`src/design/rv32ic_pkg.sv`:
```
package rv32ic_pkg;

    typedef enum logic [4:0] {
        CLS_LUI         = 5'd0,
        CLS_AUIPC       = 5'd1,
        CLS_JAL         = 5'd2,
        CLS_JALR        = 5'd3,
        CLS_BRANCH      = 5'd4,
        CLS_LOAD        = 5'd5,
        CLS_STORE       = 5'd6,
        CLS_ALUIMM      = 5'd7,
        CLS_SHIFTIMM    = 5'd8,
        CLS_ALUREG      = 5'd9,
        CLS_FENCE       = 5'd10,
        CLS_ECALL       = 5'd11,
        CLS_EBREAK      = 5'd12,
        CLS_MUL         = 5'd13,
        CLS_DIV         = 5'd14,
        CLS_CSR         = 5'd15,
        CLS_PRIV        = 5'd16,
        CLS_FENCEI      = 5'd17,
        CLS_FLOAT       = 5'd18,
        CLS_UNSUPPORTED = 5'd19,
        CLS_INVALID     = 5'd20
    } insn_class_t;

    typedef enum logic [4:0] {
        ALU_NONE      = 5'd0,
        ALU_ADD       = 5'd1,
        ALU_SUB       = 5'd2,
        ALU_SLL       = 5'd3,
        ALU_SLT       = 5'd4,
        ALU_SLT_UNS   = 5'd5,
        ALU_XOR       = 5'd6,
        ALU_SRL       = 5'd7,
        ALU_SRA       = 5'd8,
        ALU_OR        = 5'd9,
        ALU_AND       = 5'd10,
        ALU_MUL       = 5'd11,
        ALU_MUL_HI    = 5'd12,
        ALU_MUL_HI_SU = 5'd13,
        ALU_MUL_HI_UU = 5'd14,
        ALU_DIV       = 5'd15,
        ALU_DIV_UNS   = 5'd16,
        ALU_REM       = 5'd17,
        ALU_REM_UNS   = 5'd18
    } alu_op_t;

    localparam logic [6:0] OPC_LUI      = 7'h37;
    localparam logic [6:0] OPC_AUIPC    = 7'h17;
    localparam logic [6:0] OPC_JAL      = 7'h6f;
    localparam logic [6:0] OPC_JALR     = 7'h67;
    localparam logic [6:0] OPC_BRANCH   = 7'h63;
    localparam logic [6:0] OPC_LOAD     = 7'h03;
    localparam logic [6:0] OPC_STORE    = 7'h23;
    localparam logic [6:0] OPC_OP_IMM   = 7'h13;
    localparam logic [6:0] OPC_OP       = 7'h33;
    localparam logic [6:0] OPC_MISC_MEM = 7'h0f;
    localparam logic [6:0] OPC_SYSTEM   = 7'h73;
    localparam logic [6:0] OPC_AMO      = 7'h2f;
    localparam logic [6:0] OPC_LOAD_FP  = 7'h07;
    localparam logic [6:0] OPC_STORE_FP = 7'h27;
    localparam logic [6:0] OPC_FMADD    = 7'h43;
    localparam logic [6:0] OPC_FMSUB    = 7'h47;
    localparam logic [6:0] OPC_FNMSUB   = 7'h4b;
    localparam logic [6:0] OPC_FNMADD   = 7'h4f;
    localparam logic [6:0] OPC_OP_FP    = 7'h53;

    localparam logic [2:0] F3_ADD    = 3'd0;
    localparam logic [2:0] F3_SLL    = 3'd1;
    localparam logic [2:0] F3_SRL    = 3'd5;
    localparam logic [2:0] F3_FENCEI = 3'd1;
    localparam logic [2:0] F3_PRIV   = 3'd0;

    localparam logic [6:0] F7_BASE = 7'h00;
    localparam logic [6:0] F7_MEXT = 7'h01;
    localparam logic [6:0] F7_ALT  = 7'h20;

    localparam logic [11:0] SYS_ECALL  = 12'h000;
    localparam logic [11:0] SYS_EBREAK = 12'h001;

    typedef struct packed {
        insn_class_t        insn_class;
        alu_op_t            alu_operation;
        logic [4:0]         dest_reg;
        logic [4:0]         src_reg_a;
        logic [4:0]         src_reg_b;
        logic signed [31:0] immediate;
        logic               is_invalid;
        logic               rtos_permitted;
    } decode_t;

    // Base integer op selected by funct3 (OP and OP-IMM share the mapping)
    function automatic alu_op_t base_alu_op(input logic [2:0] f3);
        alu_op_t op;
        case (f3)
            3'd0:    op = ALU_ADD;
            3'd1:    op = ALU_SLL;
            3'd2:    op = ALU_SLT;
            3'd3:    op = ALU_SLT_UNS;
            3'd4:    op = ALU_XOR;
            3'd5:    op = ALU_SRL;
            3'd6:    op = ALU_OR;
            3'd7:    op = ALU_AND;
            default: op = ALU_NONE;
        endcase
        return op;
    endfunction

    function automatic alu_op_t mext_alu_op(input logic [2:0] f3);
        alu_op_t op;
        case (f3)
            3'd0:    op = ALU_MUL;
            3'd1:    op = ALU_MUL_HI;
            3'd2:    op = ALU_MUL_HI_SU;
            3'd3:    op = ALU_MUL_HI_UU;
            3'd4:    op = ALU_DIV;
            3'd5:    op = ALU_DIV_UNS;
            3'd6:    op = ALU_REM;
            3'd7:    op = ALU_REM_UNS;
            default: op = ALU_NONE;
        endcase
        return op;
    endfunction

    function automatic logic class_permitted(input insn_class_t c);
        return (c <= CLS_ECALL) || (c == CLS_MUL) || (c == CLS_DIV);
    endfunction

endpackage

```
`src/design/rv32ic_if.sv`:
```
interface rv32ic_instr_if;
    logic        valid;
    logic        ready;
    logic [31:0] instr_word;
    logic [31:0] fetch_pc;

    modport source (output valid, output instr_word, output fetch_pc, input ready);
    modport sink   (input valid, input instr_word, input fetch_pc, output ready);
endinterface

interface rv32ic_result_if;
    logic               valid;
    logic               ready;
    logic [4:0]         insn_class;
    logic [4:0]         alu_operation;
    logic [4:0]         dest_reg;
    logic [4:0]         src_reg_a;
    logic [4:0]         src_reg_b;
    logic signed [31:0] immediate;
    logic               is_invalid;
    logic               rtos_permitted;
    logic [31:0]        pc_out;

    modport source (
        output valid, output insn_class, output alu_operation, output dest_reg,
        output src_reg_a, output src_reg_b, output immediate, output is_invalid,
        output rtos_permitted, output pc_out, input ready
    );
    modport sink (
        input valid, input insn_class, input alu_operation, input dest_reg,
        input src_reg_a, input src_reg_b, input immediate, input is_invalid,
        input rtos_permitted, input pc_out, output ready
    );
endinterface

```
`src/design/rv32_instruction_classifier.sv`:
```
// RV32IM instruction classifier. Each transaction on instr carries one instruction
// word and its PC; each transaction on result carries its class, ALU op, register
// numbers, sign-extended immediate (or shift amount), invalid and RTOS allow-list
// flags, and the PC unchanged. Two register stages (input register, then result
// register after the decode logic) lie between acceptance and result valid, and one
// instruction is taken every cycle while result is drained.
// Each stage holds its contents under backpressure, so instr.ready falls only
// once both stages are full and the result is not taken.
module rv32_instruction_classifier (
    input  logic                   clk,
    input  logic                   rst_n,
    rv32ic_instr_if.sink           instr,
    rv32ic_result_if.source        result
);

    logic                s1_valid_reg;
    logic                s1_valid_next;
    logic [31:0]         s1_word_reg;
    logic [31:0]         s1_pc_reg;
    logic                s2_valid_reg;
    logic                s2_valid_next;
    rv32ic_pkg::decode_t s2_dec_reg;
    logic [31:0]         s2_pc_reg;

    logic                s1_ready;
    logic                s2_ready;
    logic                s1_load;
    logic                s2_load;
    rv32ic_pkg::decode_t dec;

    rv32ic_decode u_decode (
        .instr_word (s1_word_reg),
        .dec        (dec)
    );

    assign s2_ready = !s2_valid_reg || result.ready;
    assign s1_ready = !s1_valid_reg || s2_ready;
    assign s1_load  = s1_ready && instr.valid;
    assign s2_load  = s2_ready && s1_valid_reg;

    always_comb
    begin
        s1_valid_next = s1_ready ? instr.valid : s1_valid_reg;
        s2_valid_next = s2_ready ? s1_valid_reg : s2_valid_reg;
    end

    always_ff @(posedge clk or negedge rst_n)
    begin
        if (!rst_n)
        begin
            s1_valid_reg <= 1'b0;
            s2_valid_reg <= 1'b0;
        end
        else
        begin
            s1_valid_reg <= s1_valid_next;
            s2_valid_reg <= s2_valid_next;
        end
    end

    always_ff @(posedge clk)
    begin
        if (s1_load)
        begin
            s1_word_reg <= instr.instr_word;
            s1_pc_reg   <= instr.fetch_pc;
        end
        if (s2_load)
        begin
            s2_dec_reg <= dec;
            s2_pc_reg  <= s1_pc_reg;
        end
    end

    assign instr.ready           = s1_ready;
    assign result.valid          = s2_valid_reg;
    assign result.insn_class     = s2_dec_reg.insn_class;
    assign result.alu_operation  = s2_dec_reg.alu_operation;
    assign result.dest_reg       = s2_dec_reg.dest_reg;
    assign result.src_reg_a      = s2_dec_reg.src_reg_a;
    assign result.src_reg_b      = s2_dec_reg.src_reg_b;
    assign result.immediate      = s2_dec_reg.immediate;
    assign result.is_invalid     = s2_dec_reg.is_invalid;
    assign result.rtos_permitted = s2_dec_reg.rtos_permitted;
    assign result.pc_out         = s2_pc_reg;

endmodule

```
`src/design/rv32ic_decode.sv`:
```
module rv32ic_decode (
    input  logic [31:0]          instr_word,
    output rv32ic_pkg::decode_t  dec
);

    logic [6:0]  opc;
    logic [2:0]  f3;
    logic [6:0]  f7;
    logic [31:0] imm_i;
    logic [31:0] imm_s;
    logic [31:0] imm_b;
    logic [31:0] imm_u;
    logic [31:0] imm_j;
    logic [31:0] shamt;

    assign opc   = instr_word[6:0];
    assign f3    = instr_word[14:12];
    assign f7    = instr_word[31:25];
    assign imm_i = {{20{instr_word[31]}}, instr_word[31:20]};
    assign imm_s = {{20{instr_word[31]}}, instr_word[31:25], instr_word[11:7]};
    assign imm_b = {{19{instr_word[31]}}, instr_word[31], instr_word[7],
                    instr_word[30:25], instr_word[11:8], 1'b0};
    assign imm_u = {instr_word[31:12], 12'b0};
    assign imm_j = {{11{instr_word[31]}}, instr_word[31], instr_word[19:12],
                    instr_word[20], instr_word[30:21], 1'b0};
    assign shamt = {27'b0, instr_word[24:20]};

    always_comb
    begin
        dec               = '0;
        dec.insn_class    = rv32ic_pkg::CLS_INVALID;
        dec.alu_operation = rv32ic_pkg::ALU_NONE;

        if (instr_word[1:0] != 2'b11)
        begin
            // compressed: registers stay zero
            dec.insn_class = rv32ic_pkg::CLS_UNSUPPORTED;
        end
        else
        begin
            dec.dest_reg  = instr_word[11:7];
            dec.src_reg_a = instr_word[19:15];
            dec.src_reg_b = instr_word[24:20];
            case (opc)
                rv32ic_pkg::OPC_LUI:
                begin
                    dec.insn_class = rv32ic_pkg::CLS_LUI;
                    dec.immediate  = imm_u;
                end
                rv32ic_pkg::OPC_AUIPC:
                begin
                    dec.insn_class = rv32ic_pkg::CLS_AUIPC;
                    dec.immediate  = imm_u;
                end
                rv32ic_pkg::OPC_JAL:
                begin
                    dec.insn_class = rv32ic_pkg::CLS_JAL;
                    dec.immediate  = imm_j;
                end
                rv32ic_pkg::OPC_JALR:
                begin
                    if (f3 == rv32ic_pkg::F3_ADD)
                    begin
                        dec.insn_class = rv32ic_pkg::CLS_JALR;
                        dec.immediate  = imm_i;
                    end
                end
                rv32ic_pkg::OPC_BRANCH:
                begin
                    dec.insn_class = rv32ic_pkg::CLS_BRANCH;
                    dec.immediate  = imm_b;
                end
                rv32ic_pkg::OPC_LOAD:
                begin
                    dec.insn_class = rv32ic_pkg::CLS_LOAD;
                    dec.immediate  = imm_i;
                end
                rv32ic_pkg::OPC_STORE:
                begin
                    dec.insn_class = rv32ic_pkg::CLS_STORE;
                    dec.immediate  = imm_s;
                end
                rv32ic_pkg::OPC_OP_IMM:
                begin
                    if (f3 == rv32ic_pkg::F3_SLL || f3 == rv32ic_pkg::F3_SRL)
                    begin
                        // only bit 30 picks arithmetic shift
                        dec.insn_class = rv32ic_pkg::CLS_SHIFTIMM;
                        dec.immediate  = shamt;
                        if (f3 == rv32ic_pkg::F3_SLL)
                            dec.alu_operation = rv32ic_pkg::ALU_SLL;
                        else if (instr_word[30])
                            dec.alu_operation = rv32ic_pkg::ALU_SRA;
                        else
                            dec.alu_operation = rv32ic_pkg::ALU_SRL;
                    end
                    else
                    begin
                        dec.insn_class    = rv32ic_pkg::CLS_ALUIMM;
                        dec.immediate     = imm_i;
                        dec.alu_operation = rv32ic_pkg::base_alu_op(f3);
                    end
                end
                rv32ic_pkg::OPC_OP:
                begin
                    if (f7 == rv32ic_pkg::F7_MEXT)
                    begin
                        dec.insn_class    = f3[2] ? rv32ic_pkg::CLS_DIV
                                                  : rv32ic_pkg::CLS_MUL;
                        dec.alu_operation = rv32ic_pkg::mext_alu_op(f3);
                    end
                    else if (f7 == rv32ic_pkg::F7_ALT &&
                             (f3 == rv32ic_pkg::F3_ADD || f3 == rv32ic_pkg::F3_SRL))
                    begin
                        dec.insn_class    = rv32ic_pkg::CLS_ALUREG;
                        dec.alu_operation = (f3 == rv32ic_pkg::F3_ADD)
                                            ? rv32ic_pkg::ALU_SUB : rv32ic_pkg::ALU_SRA;
                    end
                    else if (f7 == rv32ic_pkg::F7_BASE)
                    begin
                        dec.insn_class    = rv32ic_pkg::CLS_ALUREG;
                        dec.alu_operation = rv32ic_pkg::base_alu_op(f3);
                    end
                end
                rv32ic_pkg::OPC_MISC_MEM:
                begin
                    dec.insn_class = (f3 == rv32ic_pkg::F3_FENCEI)
                                     ? rv32ic_pkg::CLS_FENCEI : rv32ic_pkg::CLS_FENCE;
                end
                rv32ic_pkg::OPC_SYSTEM:
                begin
                    if (f3 == rv32ic_pkg::F3_PRIV && instr_word[11:7] == 5'd0 &&
                        instr_word[19:15] == 5'd0)
                    begin
                        if (instr_word[31:20] == rv32ic_pkg::SYS_ECALL)
                            dec.insn_class = rv32ic_pkg::CLS_ECALL;
                        else if (instr_word[31:20] == rv32ic_pkg::SYS_EBREAK)
                            dec.insn_class = rv32ic_pkg::CLS_EBREAK;
                        else
                            dec.insn_class = rv32ic_pkg::CLS_PRIV;
                    end
                    else
                    begin
                        dec.insn_class = rv32ic_pkg::CLS_CSR;
                    end
                end
                rv32ic_pkg::OPC_AMO:
                begin
                    dec.insn_class = rv32ic_pkg::CLS_UNSUPPORTED;
                end
                rv32ic_pkg::OPC_LOAD_FP, rv32ic_pkg::OPC_STORE_FP,
                rv32ic_pkg::OPC_FMADD, rv32ic_pkg::OPC_FMSUB,
                rv32ic_pkg::OPC_FNMSUB, rv32ic_pkg::OPC_FNMADD,
                rv32ic_pkg::OPC_OP_FP:
                begin
                    dec.insn_class = rv32ic_pkg::CLS_FLOAT;
                end
                default:
                begin
                    dec.insn_class = rv32ic_pkg::CLS_INVALID;
                end
            endcase
        end

        dec.is_invalid     = (dec.insn_class == rv32ic_pkg::CLS_INVALID);
        dec.rtos_permitted = rv32ic_pkg::class_permitted(dec.insn_class);
    end

endmodule

```
`src/flat_wrapper.sv`:
```
// flat-port wrapper written by rule: the top's interface ports become plain ports
module rv32_instruction_classifier_flat 
  (clk, rst_n, instr_valid, instr_instr_word, instr_fetch_pc, instr_ready, result_valid, result_insn_class, result_alu_operation, result_dest_reg, result_src_reg_a, result_src_reg_b, result_immediate, result_is_invalid, result_rtos_permitted, result_pc_out, result_ready);
  rv32ic_instr_if instr_i ();
  rv32ic_result_if result_i ();
  input  logic clk;
  input  logic rst_n;
  input wire logic [$bits(instr_i.valid)-1:0] instr_valid;
  input wire logic [$bits(instr_i.instr_word)-1:0] instr_instr_word;
  input wire logic [$bits(instr_i.fetch_pc)-1:0] instr_fetch_pc;
  output wire logic [$bits(instr_i.ready)-1:0] instr_ready;
  output wire logic [$bits(result_i.valid)-1:0] result_valid;
  output wire logic [$bits(result_i.insn_class)-1:0] result_insn_class;
  output wire logic [$bits(result_i.alu_operation)-1:0] result_alu_operation;
  output wire logic [$bits(result_i.dest_reg)-1:0] result_dest_reg;
  output wire logic [$bits(result_i.src_reg_a)-1:0] result_src_reg_a;
  output wire logic [$bits(result_i.src_reg_b)-1:0] result_src_reg_b;
  output wire logic [$bits(result_i.immediate)-1:0] result_immediate;
  output wire logic [$bits(result_i.is_invalid)-1:0] result_is_invalid;
  output wire logic [$bits(result_i.rtos_permitted)-1:0] result_rtos_permitted;
  output wire logic [$bits(result_i.pc_out)-1:0] result_pc_out;
  input wire logic [$bits(result_i.ready)-1:0] result_ready;
  assign instr_i.valid = instr_valid;
  assign instr_i.instr_word = instr_instr_word;
  assign instr_i.fetch_pc = instr_fetch_pc;
  assign instr_ready = instr_i.ready;
  assign result_valid = result_i.valid;
  assign result_insn_class = result_i.insn_class;
  assign result_alu_operation = result_i.alu_operation;
  assign result_dest_reg = result_i.dest_reg;
  assign result_src_reg_a = result_i.src_reg_a;
  assign result_src_reg_b = result_i.src_reg_b;
  assign result_immediate = result_i.immediate;
  assign result_is_invalid = result_i.is_invalid;
  assign result_rtos_permitted = result_i.rtos_permitted;
  assign result_pc_out = result_i.pc_out;
  assign result_i.ready = result_ready;
  rv32_instruction_classifier u_core (.clk(clk), .rst_n(rst_n), .instr(instr_i), .result(result_i));
endmodule
```
`config.mk`:
```
export PLATFORM = sky130hd
export DESIGN_NAME = rv32_instruction_classifier_flat
export DESIGN_NICKNAME = d
export VERILOG_FILES = /design/src/design/rv32ic_pkg.sv /design/src/design/rv32ic_if.sv /design/src/design/rv32_instruction_classifier.sv /design/src/design/rv32ic_decode.sv /design/src/flat_wrapper.sv
export SDC_FILE = /design/constraint.sdc
export NUM_CORES = 1
export LEC_CHECK = 0
export BUFFER_PORTS_ARGS = -buffer_cell sky130_fd_sc_hd__buf_2
export CAP_MARGIN = 10
export CORE_ASPECT_RATIO = 1.75
export CORE_MARGIN = 2
export CORE_UTILIZATION = 51
export CTS_CLUSTER_DIAMETER = 60
export CTS_CLUSTER_SIZE = 12
export DETAILED_ROUTE_END_ITERATION = 12
export PLACE_DENSITY = 0.79
export SYNTH_ARGS = -nofsm -noshare
export SYNTH_HDL_FRONTEND = slang
export SYNTH_SLANG_ARGS = --single-unit
export TNS_END_PERCENT = 5
```
`constraint.sdc`:
```
create_clock -name clk -period 4.6 [get_ports clk]
set_input_delay 0.46 -clock clk [delete_from_list [all_inputs] [get_ports clk]]
set_output_delay 0.46 -clock clk [all_outputs]
set_load 0.005 [all_outputs]
```
==> metrics.txt <==
# TYPE chip_impl_metric gauge
chip_impl_info{name="outcome",value="completed"} 1
chip_impl_metric{name="final_period_minus_worst_setup_slack",unit="ns"} 2.44
chip_impl_metric{name="leakagePower",unit="nW"} 3.28
chip_impl_metric{name="clock_latency_on_the_worst_skew_pair",unit="ns"} 0.42
chip_impl_metric{name="floorplan.initialDensity",unit="%"} 52.0
chip_impl_metric{name="worst_pin_slew",unit="ns"} 1.21
chip_impl_metric{name="clock.fmax",unit="GHz"} 0.409
chip_impl_metric{name="number_of_buffers_added_on_ports",unit=""} 160
chip_impl_metric{name="final_layout_size_suffix_gt1_share",unit="%"} 36.3
chip_impl_metric{name="place_area",unit="sq mm"} 0.00719
chip_impl_metric{name="remaining_drc_errors",unit=""} 0
chip_impl_metric{name="gpl.final_weighted_congestion",unit=""} 0.845
chip_impl_metric{name="grt_usage",unit="%"} 20.2
chip_impl_metric{name="cts.reportedPaths.clkPinSlew",unit="ns"} 0.07
chip_impl_metric{name="first_global_vias",unit=""} 3822
chip_impl_metric{name="nets",unit=""} 619
chip_impl_metric{name="critPathMaxFanout",unit=""} 18
chip_impl_metric{name="critical_path_required",unit="ns"} 4.88
chip_impl_metric{name="tritoncts_num_sinks",unit=""} 166
chip_impl_metric{name="synth_area",unit="sq mm"} 0.00624
chip_impl_metric{name="report.final.slew_viol_count",unit=""} 0
chip_impl_metric{name="largest_net_degree_at_the_start_of_global_routing",unit=""} 92
chip_impl_metric{name="mapped_avg_cell_area",unit="sq um"} 16.3
chip_impl_metric{name="area.growth.synth_to_final",unit="%"} 25.2
chip_impl_info{name="type_of_the_tightest_min_delay_check",value="input pin to register"} 1
chip_impl_info{name="ys_top_cells_by_area",value="edfxtp_1, dfxtp_1, a21o_1, and3_1, nand2_1"} 1
chip_impl_metric{name="netlist_instances",unit=""} 383
chip_impl_metric{name="worst_ir_drop_vdd",unit="mV"} 0.301
chip_impl_metric{name="cts_buffers",unit=""} 17
chip_impl_metric{name="final_hold_viol_count",unit=""} 0
chip_impl_metric{name="asyncSetResetFlopFracSynth",unit="%"} 1.20
chip_impl_metric{name="drt_first_pass_iters",unit=""} 4
chip_impl_info{name="layout_common_cells",value="buf_2, edfxtp_1, nand2_1, a21o_1, nor2_1"} 1
chip_impl_metric{name="drtAntennaViolNets",unit=""} 0
chip_impl_metric{name="ys_warn_count",unit=""} 0
chip_impl_metric{name="holdWs",unit="ns"} 0.219
chip_impl_metric{name="clockBufferDepth",unit=""} 2
chip_impl_metric{name="num_antenna_cells",unit=""} 0
chip_impl_metric{name="io-pin-count",unit=""} 161
chip_impl_info{name="postSynth.topFlopCell",value="edfxtp_1"} 1
chip_impl_metric{name="grt.overflow.total",unit=""} 0
chip_impl_info{name="tritoncts",value="built"} 1
chip_impl_metric{name="setup_ws",unit="ns"} 2.16
chip_impl_metric{name="synth_cell_types",unit=""} 57
chip_impl_metric{name="yosysSeqAreaShare",unit="%"} 78.3
chip_impl_info{name="kind_of_start_point_of_the_critical_path",value="register"} 1
chip_impl_metric{name="synth.net_count",unit=""} 455
chip_impl_metric{name="core.rowCount",unit=""} 53
chip_impl_metric{name="grt_first_pass_wirelength",unit="microns"} 19700
chip_impl_metric{name="synth_top_area_share",unit="%"} 74.6
chip_impl_metric{name="slew_headroom",unit="%"} 19.3
chip_impl_metric{name="route.detailed.vias_per_inst",unit=""} 5.28
chip_impl_info{name="clock-root-buffer",value="clkbuf_16"} 1
chip_impl_metric{name="core-area",unit="sq mm"} 0.0120
chip_impl_info{name="worst-setup-path-type",value="register to register"} 1
chip_impl_metric{name="count_of_flip_flops_with_a_built_in_enable_after_synthesis",unit=""} 155
chip_impl_metric{name="wirelength",unit="microns"} 12900
chip_impl_info{name="endpoint_kind",value="register"} 1
chip_impl_metric{name="placement.setup.worst_slack",unit="ns"} 2.17
chip_impl_metric{name="detail_route.wl_per_cell",unit="microns"} 17.8
chip_impl_metric{name="cap_violations",unit=""} 0
chip_impl_metric{name="route.vias.total",unit=""} 3830
chip_impl_metric{name="pwr_density_cell",unit="mW/mm^2"} 451
chip_impl_metric{name="yosys_register_bits",unit=""} 166
chip_impl_metric{name="hpwlAfterDp",unit="microns"} 9130
chip_impl_metric{name="report.final.setup_viol",unit=""} 0
chip_impl_metric{name="post-route-cell-area",unit="sq mm"} 0.00782
chip_impl_metric{name="timing.critical_path.arrival",unit="ns"} 2.72
chip_impl_metric{name="ctsHtreeMaxLevel",unit=""} 4
chip_impl_metric{name="fp.dieArea",unit="sq mm"} 0.0132
chip_impl_metric{name="tns",unit="ns"} 0
chip_impl_metric{name="timing.final.crit_share",unit="%"} 53.1
chip_impl_metric{name="die_width",unit="microns"} 87.6
chip_impl_info{name="rsz0062_at_grt",value="false"} 1
chip_impl_metric{name="die_h",unit="microns"} 150
chip_impl_info{name="synthDominantAreaCellType",value="edfxtp_1"} 1
chip_impl_metric{name="worst_clock_skew",unit="ns"} 0.0125
chip_impl_info{name="layout.cells.most_common",value="buf_2"} 1
chip_impl_metric{name="drtIter0Drc",unit=""} 291
chip_impl_metric{name="antenna_violations_before_repair",unit=""} 0
[cells in the mapped netlist, types with 5 or more instances]
cell / number
a21o_1: 19
a21oi_1: 9
and3_1: 15
clkbuf_1: 13
dfxtp_1: 9
edfxtp_1: 155
inv_1: 8
mux2i_1: 8
nand2_1: 22
nand2b_1: 9
nand3_1: 8
nand4_1: 5
nor2_1: 18
nor2b_1: 10
nor3_1: 7
[layout make-up]
type	count	area, sq um
Multi-Input combinational cell	191	1260
Fill cell	871	4190
Clock buffer	17	425
Clock inverter	15	190
Sequential cell	166	4880
Tap cell	165	206
Timing Repair Buffer	162	818
Inverter	9	33.8
[metrics by stage]
stage | util [%] | cells | power [W]
final | 65.1 | 725 | 0.00352
after global routing | 65.1 | 725 | 0.00364
after CTS | 65.1 | 725 | 0.00355
after detailed placement | 59.9 | 692 | 0.00210
after global placement | 59.9 | 692 | 0.00209
after floorplan | - | 383 | 0.00197
[kinds of logic (layout without fill, tap and decap cells)]
logic type                 Yosys count  in the layout  synth area share, %
AOI/OAI and AO/OA                   58             58                 6.64
xor gates and xnor gates             2              2                0.281
adders and majority gates            4              4                0.802
buffers and inverters               26            203                 1.64
DFF                                166            166                 78.3
muxes                                9              9                 1.46
and+or+nand+nor                    118            118                 10.9
[metal layers]
layer  share of wire (%)  GRT usage (%)
met5                   0              0
met4                 3.1           9.77
met3                 6.7           6.80
met2                  55           34.6
met1                  35           22.0
[report_power, final]
part | total [W] | switching [W] | internal (W)
Combinational | 0.000227 | 0.000131 | 0.0000957
Clock | 0.00146 | 0.000589 | 0.000868
Sequential | 0.00184 | 0.0000554 | 0.00178
[path summary, 6_finish.rpt]
kind	from	end	slack, ns	cells past startpoint
worst max register to register	u_core.s1_word_reg[1]	u_core.result.immediate[22]	2.16	6
worst min-delay path	instr_fetch_pc[1]	u_core.s1_pc_reg[1]	0.22	1
min in group asynchronous	rst_n	u_core.result.valid	0.36	2
max in group asynchronous	rst_n	u_core.s1_valid_reg	4.14	2
worst min register to register	u_core.s1_pc_reg[27]	u_core.result.pc_out[27]	0.42	0
worst max-delay path	u_core.s1_word_reg[1]	u_core.result.immediate[22]	2.16	6
[repair_timing]
action                    4_1_cts  5_1_grt
hold buffers                    1        0
buffers inserted                0        0
hold endpoints to repair        2        0
gates resized for setup         0        0
[critical path: stages (launching register included)]
cell,delay (ns)
edfxtp_1,0.66
nand2_1,0.24
nor4_2,0.35
o211ai_1,0.17
and2_1,0.29
nor2b_2,0.45
a21o_1,0.14
Note: power is estimated with default switching activity, not from simulation.
